`config.mk`:
```
export PLATFORM = sky130hd
export DESIGN_NAME = prm_div
export DESIGN_NICKNAME = d
export VERILOG_FILES = /design/src/rtl/core/prm_pkg.sv /design/src/rtl/core/prm_div.sv
export SDC_FILE = /design/constraint.sdc
export NUM_CORES = 1
export LEC_CHECK = 0
export BUFFER_PORTS_ARGS = -buffer_cell sky130_fd_sc_hd__buf_2
export CAP_MARGIN = 20
export CORE_MARGIN = 2
export CORE_UTILIZATION = 55
export DETAILED_ROUTE_END_ITERATION = 10
export MAX_ROUTING_LAYER = met4
export PLACE_DENSITY = 0.8
export SYNTH_ARGS = -nofsm -noshare
export SYNTH_HDL_FRONTEND = slang
export SYNTH_SLANG_ARGS = --single-unit
```
`constraint.sdc`:
```
create_clock -name clk -period 5 [get_ports clk]
set_input_delay 0.75 -clock clk [delete_from_list [all_inputs] [get_ports clk]]
set_output_delay 0.75 -clock clk [all_outputs]
set_load 0.005 [all_outputs]
```
`src/rtl/core/prm_pkg.sv`:
```
`timescale 1ns / 1ps
// ----------------------------------------------------------------------------
// prm_pkg: shared constants and types for the price return block
// Field widths, scale constants and the status codes.
// ----------------------------------------------------------------------------
package prm_pkg;
	localparam int PriceW   = 32;
	localparam int TsW      = 40;
	localparam int ChgW     = 33;
	localparam int PctW     = 48;
	localparam int LogW     = 30;
	localparam int StW      = 2;
	localparam int Log2Frac = 40;
	localparam int LogFracBitsDef = 24;
	localparam logic [31:0] Ln2Q32   = 32'd2977044472;
	localparam logic [22:0] PctScale = 23'd6553600;

	typedef enum logic [StW-1:0] {
		ST_OK   = 2'd0,
		ST_ZERO = 2'd1,
		ST_SAT  = 2'd2
	} status_t;

	typedef struct packed {
		logic start;
	} ctl_t;
endpackage

```
`src/rtl/core/prm_div.sv`:
```
`timescale 1ns / 1ps
// ----------------------------------------------------------------------------
// prm_div: bit-serial restoring divider
// Divides a 55-bit magnitude by a 32-bit divisor, one quotient bit per cycle.
// ----------------------------------------------------------------------------
module prm_div
	import prm_pkg::*;
(
	input  logic              clk,
	input  logic              arst_n,
	input  ctl_t              ctl,
	input  logic [54:0]       num,
	input  logic [PriceW-1:0] den,
	output logic              done,
	output logic [54:0]       quo
);
	logic [5:0]        cnt_q;
	logic              run_q;
	logic [32:0]       rem_q;
	logic [54:0]       q_q;
	logic [PriceW-1:0] den_q;
	logic [33:0]       trial;

	assign trial = {rem_q, q_q[54]} - {2'b0, den_q};

	always_ff @(posedge clk or negedge arst_n) begin
		if (!arst_n) begin
			run_q <= 1'b0;
			cnt_q <= '0;
		end else if (ctl.start) begin
			run_q <= 1'b1;
			cnt_q <= 6'd0;
		end else if (run_q) begin
			cnt_q <= cnt_q + 6'd1;
			if (cnt_q == 6'd54) run_q <= 1'b0;
		end
	end

	always_ff @(posedge clk) begin
		if (ctl.start) begin
			rem_q <= '0;
			q_q   <= num;
			den_q <= den;
		end else if (run_q) begin
			if (!trial[33]) begin
				rem_q <= trial[32:0];
				q_q   <= {q_q[53:0], 1'b1};
			end else begin
				rem_q <= {rem_q[31:0], q_q[54]};
				q_q   <= {q_q[53:0], 1'b0};
			end
		end
	end

	assign done = !run_q;
	assign quo  = q_q;
endmodule

```
==> flow_summary_export.csv <==
group,metric,value,unit
die,dieArea,13700,um2
sta,finalCritPeriodShare,72.0,%
sta,fin_tns_setup,0,ns
synth,synth_top_family_by_area,"compound AO/OA/AOI/OAI gates",
grt,antenna_found_initial,0,
detailed_routing,routedWlPerCell,17.0,um
clocking,cts-root-buf,"clkbuf_16",
worst_setup_path,crit_buf_inv,1,
synth,synth_nets,769,
detailed_routing,drt_iter0_drc,415,
synth,avgSynthCellArea,10.9,um2
clocking,clock-sinks,127,
sta,period_minus_slack,3.60,ns
detailed_routing,wirelength,16.4,mm
run_status,status,"complete, no violations",
synth,syn-cell-area,7050,um2
worst_setup_path,required,5.35,ns
die,ioPinCount,146,
final_layout,drive_gt1_share,31.4,%
final_layout,syn_to_final_growth,19.6,%
final_layout,utilization,67.1,%
synth,netlist_instances,644,
sta,setup_viol,0,
detailed_routing,num_vias,5433,
worst_setup_path,cp_common_cell,"a21oi_1",
sta,timing.slew.headroom,46.5,%
worst_setup_path,path_cells,"inv_1 -> ha_1 -> fa_1 -> nor2b_1 -> o211ai_1 -> a21boi_0 -> a21oi_1 -> o21ai_0 -> a21oi_1 -> and3_1 -> or4_1 -> a211oi_2",
worst_setup_path,slowest_stage,"or4_1",
die,die_h,117,um
placement,place_hpwl,11.6,mm
final_layout,num-nets-final,905,
detailed_routing,drc,0,
sta,finClkSkew,0.00958,ns
clocking,worstSkewPairLatency,0.43,ns
worst_setup_path,startpoint_type,"flip-flop",
clocking,cts_max_level,4,
worst_setup_path,critPathTopFamily,"compound AO/OA/AOI/OAI gates",
synth,ys_ff_latch,127,
synth,async_flop_share,5.51,%
final_layout,mostFrequentLayoutCells,"144 x buf_2, 87 x edfxtp_1, 56 x mux2_2",
synth,synth_mux_area_share,11.6,%
final_layout,num_antenna_cells,0,
synth,ys.flop_type,"edfxtp_1",
synth,yosys.area_share.simple,10.1,%
worst_setup_path,critical_path.endpoint_type,"flip-flop",
clocking,cts_resized,0,
worst_setup_path,cp.arrival,3.95,ns
worst_setup_path,rrSetupSlack,1.40,ns
synth,synth_edf_count,87,
final_layout,final_common_cell,"buf_2",
clocking,ctsLongestPathBuffers,2,
sta,worst_pin_slew,0.799,ns
die,die_w,117,um
sta,hold_violations,0,
power,power_per_cell_area,480,nW/um2
die,core_area,12600,um2
power,ir_drop,0.260,mV
placement,gp_congestion,0.899,
die,start_util,56.1,%
synth,synth_fa_ha_area_share,6.32,%
synth,yosys_warnings,0,
sta,maxSlewViolCount,0,
power,p_leak,3.68,nW
final_layout,fill_cells,921,
grt,grt_pass1_wl,26.0,mm
synth,yosys.cell_types.count,58,
worst_setup_path,cp_slowest_stage_delay,0.54,ns
grt,grt_start_max_net_pins,53,
clocking,cts_hold_buf,0,
worst_setup_path,crit_type,"reg2reg",
synth,synth_xor_xnor_area_share,4.63,%
detailed_routing,first_pass_iters,5,
grt,grt_pass1_vias,5409,
clocking,postCtsSetupBuffers,0,
detailed_routing,final_antenna_net_count,0,
die,rows,41,
synth,ys_seq_area_share,48.9,%
clocking,numCtsBuffers,17,
grt,grt_usage,25.6,%
clocking,clkTransAtPathRegs,0.06,ns
clocking,cts_tree,"done",
job,maxCapViolCount,0,
final_layout,final_cells,965,
placement,numPortBuffers,145,
worst_setup_path,worstPathMaxFanout,4,
synth,synth-compound-area-share,14.0,%
grt,grt_overflow,0,
sta,rsz0062_at_grt,"false",
min_path,hold_class,"in2async",
detailed_routing,via_per_inst,5.63,
placement,placedCellCount,932,
sta,clock.fmax,278,MHz
-- flip-flops by register name, summed over array words and instances (netlist names) --
name,cells
quo,55
cnt_q,6
den_q,32
rem_q,33
run_q,1
-- cell usage after synthesis (all sizes together), types with 2 or more instances --
cell type  count  area [um2]
or2            3        18.8
o41ai          2        17.5
nand3b         2        15.0
nand2         46         173
nor2          50         188
o21ba          2        20.0
buf            8        56.3
edfxtp        87        2610
a31o           2        26.3
nand2b         4        25.0
a311oi         4        35.0
a211o          3        26.3
and3           4        25.0
nor2b          5        31.3
mux2          56         631
and2           3        18.8
a31oi          5        31.3
a211oi        26         200
o21bai         2        15.0
a21boi         2        15.0
a21o          12        90.1
o21ai         23         115
nand4          8        50.1
inv           41         154
nand3         15        75.1
xnor2         19         185
or4            3        26.3
dfxtp         33         661
or3            2        12.5
o21a           6        45.0
o221ai         5        43.8
dfrtp          7         175
and4           2        17.5
xor2          14         141
mux2i         19         190
ha            34         425
a21oi         40         200
clkbuf        26        97.6
o211ai         9        72.6
-- through the flow --
step                instance area, um2  setup slack [ns]  power [W]  hold slack [ns]
floorplan                         7050              1.91    0.00258            0.454
global route                      8430              1.24    0.00429            0.153
global placement                  7880              1.50    0.00287            0.489
finish                            8430              1.40    0.00405            0.145
CTS                               8410              1.42    0.00406            0.133
detailed placement                7880              1.48    0.00291            0.496
-- report_power, final --
| group | total, W | switching (W) | internal, W |
|---|---|---|---|
| Sequential | 0.00142 | 0.000117 | 0.00130 |
| Combinational | 0.00151 | 0.000832 | 0.000676 |
| Clock | 0.00112 | 0.000487 | 0.000636 |
-- area by class of cell --
| class | instances | area, um2 | area share [%] |
|---|---|---|---|
| clock buffers | 17 | 425 | 5.05 |
| clock inverters | 15 | 110 | 1.31 |
| inverters | 41 | 154 | 1.83 |
| multi-input cells | 442 | 3290 | 39.1 |
| flip-flops and latches | 127 | 3450 | 40.9 |
| well taps | 172 | 215 | 2.55 |
| repair buffers | 151 | 786 | 9.32 |
-- per-layer routing --
| layer | vias up | routed length [um] | track usage, % |
|---|---|---|---|
| met4 | 0 | 395 | 11.2 |
| met2 | 197 | 7970 | 41.0 |
| met3 | 29 | 1040 | 5.92 |
| met1 | 2573 | 7020 | 31.0 |
| li1 | 2634 | - | - |
| met5 | - | 0 | - |
-- path summary, 6_finish.rpt --
check,from,endpoint,cells after the start
setup / recovery,quo[54]$_DFFE_PP_,rem_q[24]$_SDFFE_PP0P_,12
hold / removal,arst_n,cnt_q[5]$_DFFE_PN0P_,1
setup reg to reg,quo[54]$_DFFE_PP_,rem_q[24]$_SDFFE_PP0P_,12
hold reg to reg,rem_q[6]$_SDFFE_PP0P_,rem_q[6]$_SDFFE_PP0P_,2
max in group asynchronous,arst_n,cnt_q[2]$_DFFE_PN0P_,1
min in group clk,den[24],den_q[24]$_DFFE_PP_,1
-- cells by family after synthesis --
| family | after synthesis |
|---|---|
| AO/OA/AOI/OAI | 147 |
| flip-flops | 127 |
| XOR/XNOR | 33 |
| AND/OR/NAND/NOR | 152 |
| multiplexers | 75 |
| buffers and inverters | 75 |
| adder cells (fa/ha/maj) | 35 |
Note: power is estimated with default switching activity, not from simulation.
