--- config.mk ---
export PLATFORM = sky130hd
export DESIGN_NAME = prm_log2
export DESIGN_NICKNAME = d
export VERILOG_FILES = /design/src/rtl/core/prm_pkg.sv /design/src/rtl/core/prm_log2.sv
export SDC_FILE = /design/constraint.sdc
export NUM_CORES = 2
export LEC_CHECK = 0
export CAP_MARGIN = 20
export CORE_ASPECT_RATIO = 0.75
export CORE_UTILIZATION = 55
export DETAILED_ROUTE_END_ITERATION = 10
export DONT_BUFFER_PORTS = 1
export PLACE_DENSITY = 0.7
export SYNTH_ARGS = -nofsm -noshare
export SYNTH_HDL_FRONTEND = slang
export SYNTH_SLANG_ARGS = --single-unit
export TNS_END_PERCENT = 1
--- constraint.sdc ---
create_clock -name clk -period 10.5 [get_ports clk]
set_clock_uncertainty 0.15 [all_clocks]
set_input_delay 1.05 -clock clk [delete_from_list [all_inputs] [get_ports clk]]
set_output_delay 1.05 -clock clk [all_outputs]
set_load 0.01 [all_outputs]
--- src/rtl/core/prm_pkg.sv ---
`timescale 1ns / 1ps
// ----------------------------------------------------------------------------
// prm_pkg: shared constants and types for the price return block
// Field widths, scale constants and the status codes.
// ----------------------------------------------------------------------------
package prm_pkg;
	localparam int PriceW   = 32;
	localparam int TsW      = 40;
	localparam int ChgW     = 33;
	localparam int PctW     = 48;
	localparam int LogW     = 30;
	localparam int StW      = 2;
	localparam int Log2Frac = 40;
	localparam int LogFracBitsDef = 24;
	localparam logic [31:0] Ln2Q32   = 32'd2977044472;
	localparam logic [22:0] PctScale = 23'd6553600;

	typedef enum logic [StW-1:0] {
		ST_OK   = 2'd0,
		ST_ZERO = 2'd1,
		ST_SAT  = 2'd2
	} status_t;

	typedef struct packed {
		logic start;
	} ctl_t;
endpackage

--- src/rtl/core/prm_log2.sv ---
`timescale 1ns / 1ps
// ----------------------------------------------------------------------------
// prm_log2: serial log2 by repeated squaring
// Normalises the operand one bit a cycle, then yields one fraction bit per
// squaring cycle.
// ----------------------------------------------------------------------------
module prm_log2
	import prm_pkg::*;
(
	input  logic              clk,
	input  logic              arst_n,
	input  ctl_t              ctl,
	input  logic [PriceW-1:0] x,
	output logic              done,
	output logic [Log2Frac+4:0] lg
);
	typedef enum logic [2:0] {
		L_IDLE = 3'b001,
		L_NORM = 3'b010,
		L_SQR  = 3'b100
	} lstate_t;

	lstate_t           st_q;
	logic [32:0]       m_q;
	logic [4:0]        e_q;
	logic [5:0]        cnt_q;
	logic [Log2Frac-1:0] f_q;
	logic [63:0]       sq;
	logic [32:0]       ms;

	assign sq = {31'b0, m_q} * {31'b0, m_q};
	assign ms = sq[63:31];

	always_ff @(posedge clk or negedge arst_n) begin
		if (!arst_n) begin
			st_q  <= L_IDLE;
			cnt_q <= '0;
			e_q   <= '0;
		end else begin
			unique case (st_q)
				L_IDLE: if (ctl.start) begin
					st_q <= L_NORM;
					e_q  <= 5'd31;
				end
				L_NORM: begin
					if (m_q[31] || e_q == 5'd0) begin
						st_q  <= L_SQR;
						cnt_q <= '0;
					end else e_q <= e_q - 5'd1;
				end
				L_SQR: begin
					cnt_q <= cnt_q + 6'd1;
					if (cnt_q == 6'(Log2Frac - 1)) st_q <= L_IDLE;
				end
				default: st_q <= L_IDLE;
			endcase
		end
	end

	always_ff @(posedge clk) begin
		unique case (st_q)
			L_IDLE: if (ctl.start) begin
				m_q <= {1'b0, x};
				f_q <= '0;
			end
			L_NORM: if (!(m_q[31] || e_q == 5'd0)) m_q <= {m_q[31:0], 1'b0};
			L_SQR: begin
				if (ms[32]) begin
					m_q <= {1'b0, ms[32:1]};
					f_q <= {f_q[Log2Frac-2:0], 1'b1};
				end else begin
					m_q <= ms;
					f_q <= {f_q[Log2Frac-2:0], 1'b0};
				end
			end
			default: m_q <= m_q;
		endcase
	end

	assign done = (st_q == L_IDLE) && !ctl.start;
	assign lg   = {e_q, f_q};
endmodule

==> summary.txt <==
Setup Fix Bufs, Post-CTS = 0
drt first pass iters = 6
Reg2Reg Depth = 25
vias per cell = 5.41
latest clock arrival within the worst-skew pair = 350 ps
f_max = 108 MHz
TritonCTS Sinks = 87
PortBufs = 0
global-route wire length before repair = 146000 um
fin. max-slew vios = 0
flops & latches, synth = 87
unrepaired setup endpoints after global routing = false
Final Routed Wirelength = 89500 um
initial antenna violation count = 3
Hold Violations, Final = 0
period utilization = 0.881
FILL cells = 5337
FP Rows = 78
Worst EP arrival = 9280 ps
CTS Buf Count = 9
Setup crit end kind = flop
crit start category = flop
number of synthesized flops with an enable pin = 73
DRC = 0
reg2reg end = m_q[9]
dpl hpwl = 73300 um
clock slew at the register clock pins of the worst setup and hold paths = 70 ps
die height = 218 um
CP dominant cell by count = fa_1
CP startpoint = m_q[2]
# resized after CTS = 0
distinct cell type count after synthesis = 77
Post-Syn Nets = 4774
All-Layer GR Usage = 0.302
Initial DRC Count = 2219
post-synthesis sequential area ratio = 0.0744
Tightest Hold Check Type = in -> async
outcome = completed
Max H-tree Level = 3
Rel. slew slack = 0.219
total core area = 60900 um^2
initial core utilization = 0.561
setup TNS = 0 ps
Final Non-Filler Cells = 4349
IO Pins = 81
placed cells = 4330
FF-to-FF setup slack = 1250 ps
Syn. warnings = 0
Max FO, Critical Path = 21
CP max stage delay = 1030 ps
Primary FF master, synth = edfxtp_1
critical path required time = 10530 ps
Max-Cap Viols = 0
Avg WL per Cell = 20.6 um
Final ANT Viol Nets = 0
Layout area overhead = 3.49%
Clock Tree Buf Depth = 2
worst setup path class = reg -> reg
CTS tree = yes
share of cells above drive strength 1 = 0.0290
fraction of registers with async set/reset = 0.161
nets@finish = 4700
die width = 290 um
synthesized cell area = 34200 um^2
vias post-DR = 23500
Setup crit end = m_q[9]
CTS Hold Buffers Added = 0
reg-to-reg startpoint = m_q[2]
Mapped Cells = 3616
syn_area_per_cell = 9.45 um^2
minimum clock period = 9250 ps
global route overflow = 0
final setup violation count = 0
largest net degree at the start of global routing = 49
die area = 63200 um^2
Final GP Congestion = 0.955
Root Driver = clkbuf_16
Slew @ Worst Pin = 1170 ps
slowest CP cell = edfxtp_1
number of global-route vias before repair = 25300
worst min path at each step:
stage                   from        to  slack (ps)
finish                arst_n   st_q[1]         240
global route          arst_n    e_q[4]         230
CTS                   arst_n    e_q[1]         230
detailed placement  cnt_q[5]  cnt_q[5]         350
global placement    cnt_q[5]  cnt_q[5]         340
floorplan           cnt_q[5]  cnt_q[5]         300
state kept, by name, indices dropped and copies added (netlist names):
name and cells:
m_q 33, e_q 5, f_q 40, st_q 3
cnt_q 6
kinds of logic (layout without fill, tap and decap cells):
kind of cell / Yosys count / after routing / synth area share
xor+xnor: 53 / 53 / 0.0136
mux: 20 / 20 / 0.00589
flops: 87 / 87 / 0.0744
other cells: 0 / 2 / 0
compound gates: 277 / 277 / 0.0540
simple gates: 772 / 772 / 0.111
fa+ha+maj: 1123 / 1123 / 0.600
buf+inv: 1284 / 1215 / 0.142
cell usage after synthesis, types with 3 or more instances:
library cell,number,area [um^2]
a211o_1,3,26.3
a211oi_1,7,52.6
a21boi_0,6,45.0
a21o_1,36,270
a21oi_1,62,310
a22oi_1,31,233
a31oi_1,4,25.0
and2_1,202,1260
and3_1,49,307
buf_2,6,30.0
buf_6,3,33.8
clkbuf_1,130,488
clkinv_1,3,11.3
dfrtp_1,13,325
edfxtp_1,73,2190
fa_1,859,17200
ha_1,264,3300
inv_1,1140,4280
mux2i_1,19,190
nand2_1,338,1270
nand2b_1,5,31.3
nand3_1,22,110
nand4_1,21,131
nor2_1,77,289
nor2b_1,8,50.1
nor3_1,14,70.1
nor4_1,8,50.1
o211ai_1,14,105
o21a_1,8,60.1
o21ai_0,54,270
o21ai_1,6,30.0
o21bai_1,8,60.1
o221ai_1,4,35.0
o22ai_1,3,18.8
o31ai_1,3,22.5
or2_2,8,50.1
or3_1,7,43.8
xnor2_1,33,289
xor2_1,20,175
cell type report:
| cell class | count | area [um^2] | area share |
|---|---|---|---|
| multi-input cells | 2245 | 26800 | 0.758 |
| inverters | 1143 | 4290 | 0.121 |
| flip-flops and latches | 87 | 2540 | 0.0719 |
| well taps | 800 | 1000 | 0.0283 |
| repair buffers | 56 | 433 | 0.0122 |
| clock buffers | 9 | 225 | 0.00637 |
| clock inverters | 7 | 71.3 | 0.00202 |
| diodes | 2 | 5.00 | 0.000141 |
layout by cell type (no fill, tap or decap), types with 8 or more instances in the layout:
| cell | n |
|---|---|
| dfrtp_1 | 13 |
| nand4_1 | 21 |
| nor3_1 | 14 |
| nor2b_1 | 8 |
| fa_1 | 859 |
| o21a_1 | 8 |
| inv_1 | 1140 |
| o21bai_1 | 8 |
| a22oi_1 | 31 |
| a21oi_1 | 62 |
| buf_4 | 55 |
| nor4_1 | 8 |
| xnor2_1 | 33 |
| edfxtp_1 | 73 |
| nand3_1 | 22 |
| and2_1 | 202 |
| mux2i_1 | 19 |
| ha_1 | 264 |
| o21ai_0 | 53 |
| xor2_1 | 20 |
| a21o_1 | 36 |
| and3_1 | 49 |
| clkbuf_16 | 9 |
| nand2_1 | 338 |
| or2_2 | 8 |
| nor2_1 | 74 |
| o211ai_1 | 14 |
stage by stage:
step / area (um^2) / hold slack (ps) / setup slack, ps / util
finish: 35400 / 240 / 1250 / 0.581
CTS: 35400 / 234 / 1490 / 0.580
detailed placement: 35100 / 345 / 1530 / 0.576
global placement: 35100 / 335 / 1690 / 0.576
floorplan: 34200 / 301 / 2580 / -
global route: 35400 / 226 / 884 / 0.581
metal layers:
metal | GRT usage | up-vias | part of all wire
met4 | 0.0488 | 4 | 0.018
met5 | 0 | - | 0.00026
met1 | 0.459 | 12000 | 0.44
li1 | - | 10400 | -
met3 | 0.0847 | 102 | 0.12
met2 | 0.438 | 1054 | 0.42
critical path: cells and delay by family (launching register included):
family | cells | cell delay [ps]
AOI/OAI and AO/OA | 5 | 1120
and+or+nand+nor | 5 | 1370
muxes | 1 | 180
buffers and inverters | 5 | 760
DFF | 1 | 1030
adders and majority gates | 9 | 4460
Power is not shown: default switching activity piles up to over one toggle a cycle in this logic, so the estimate is an artifact.
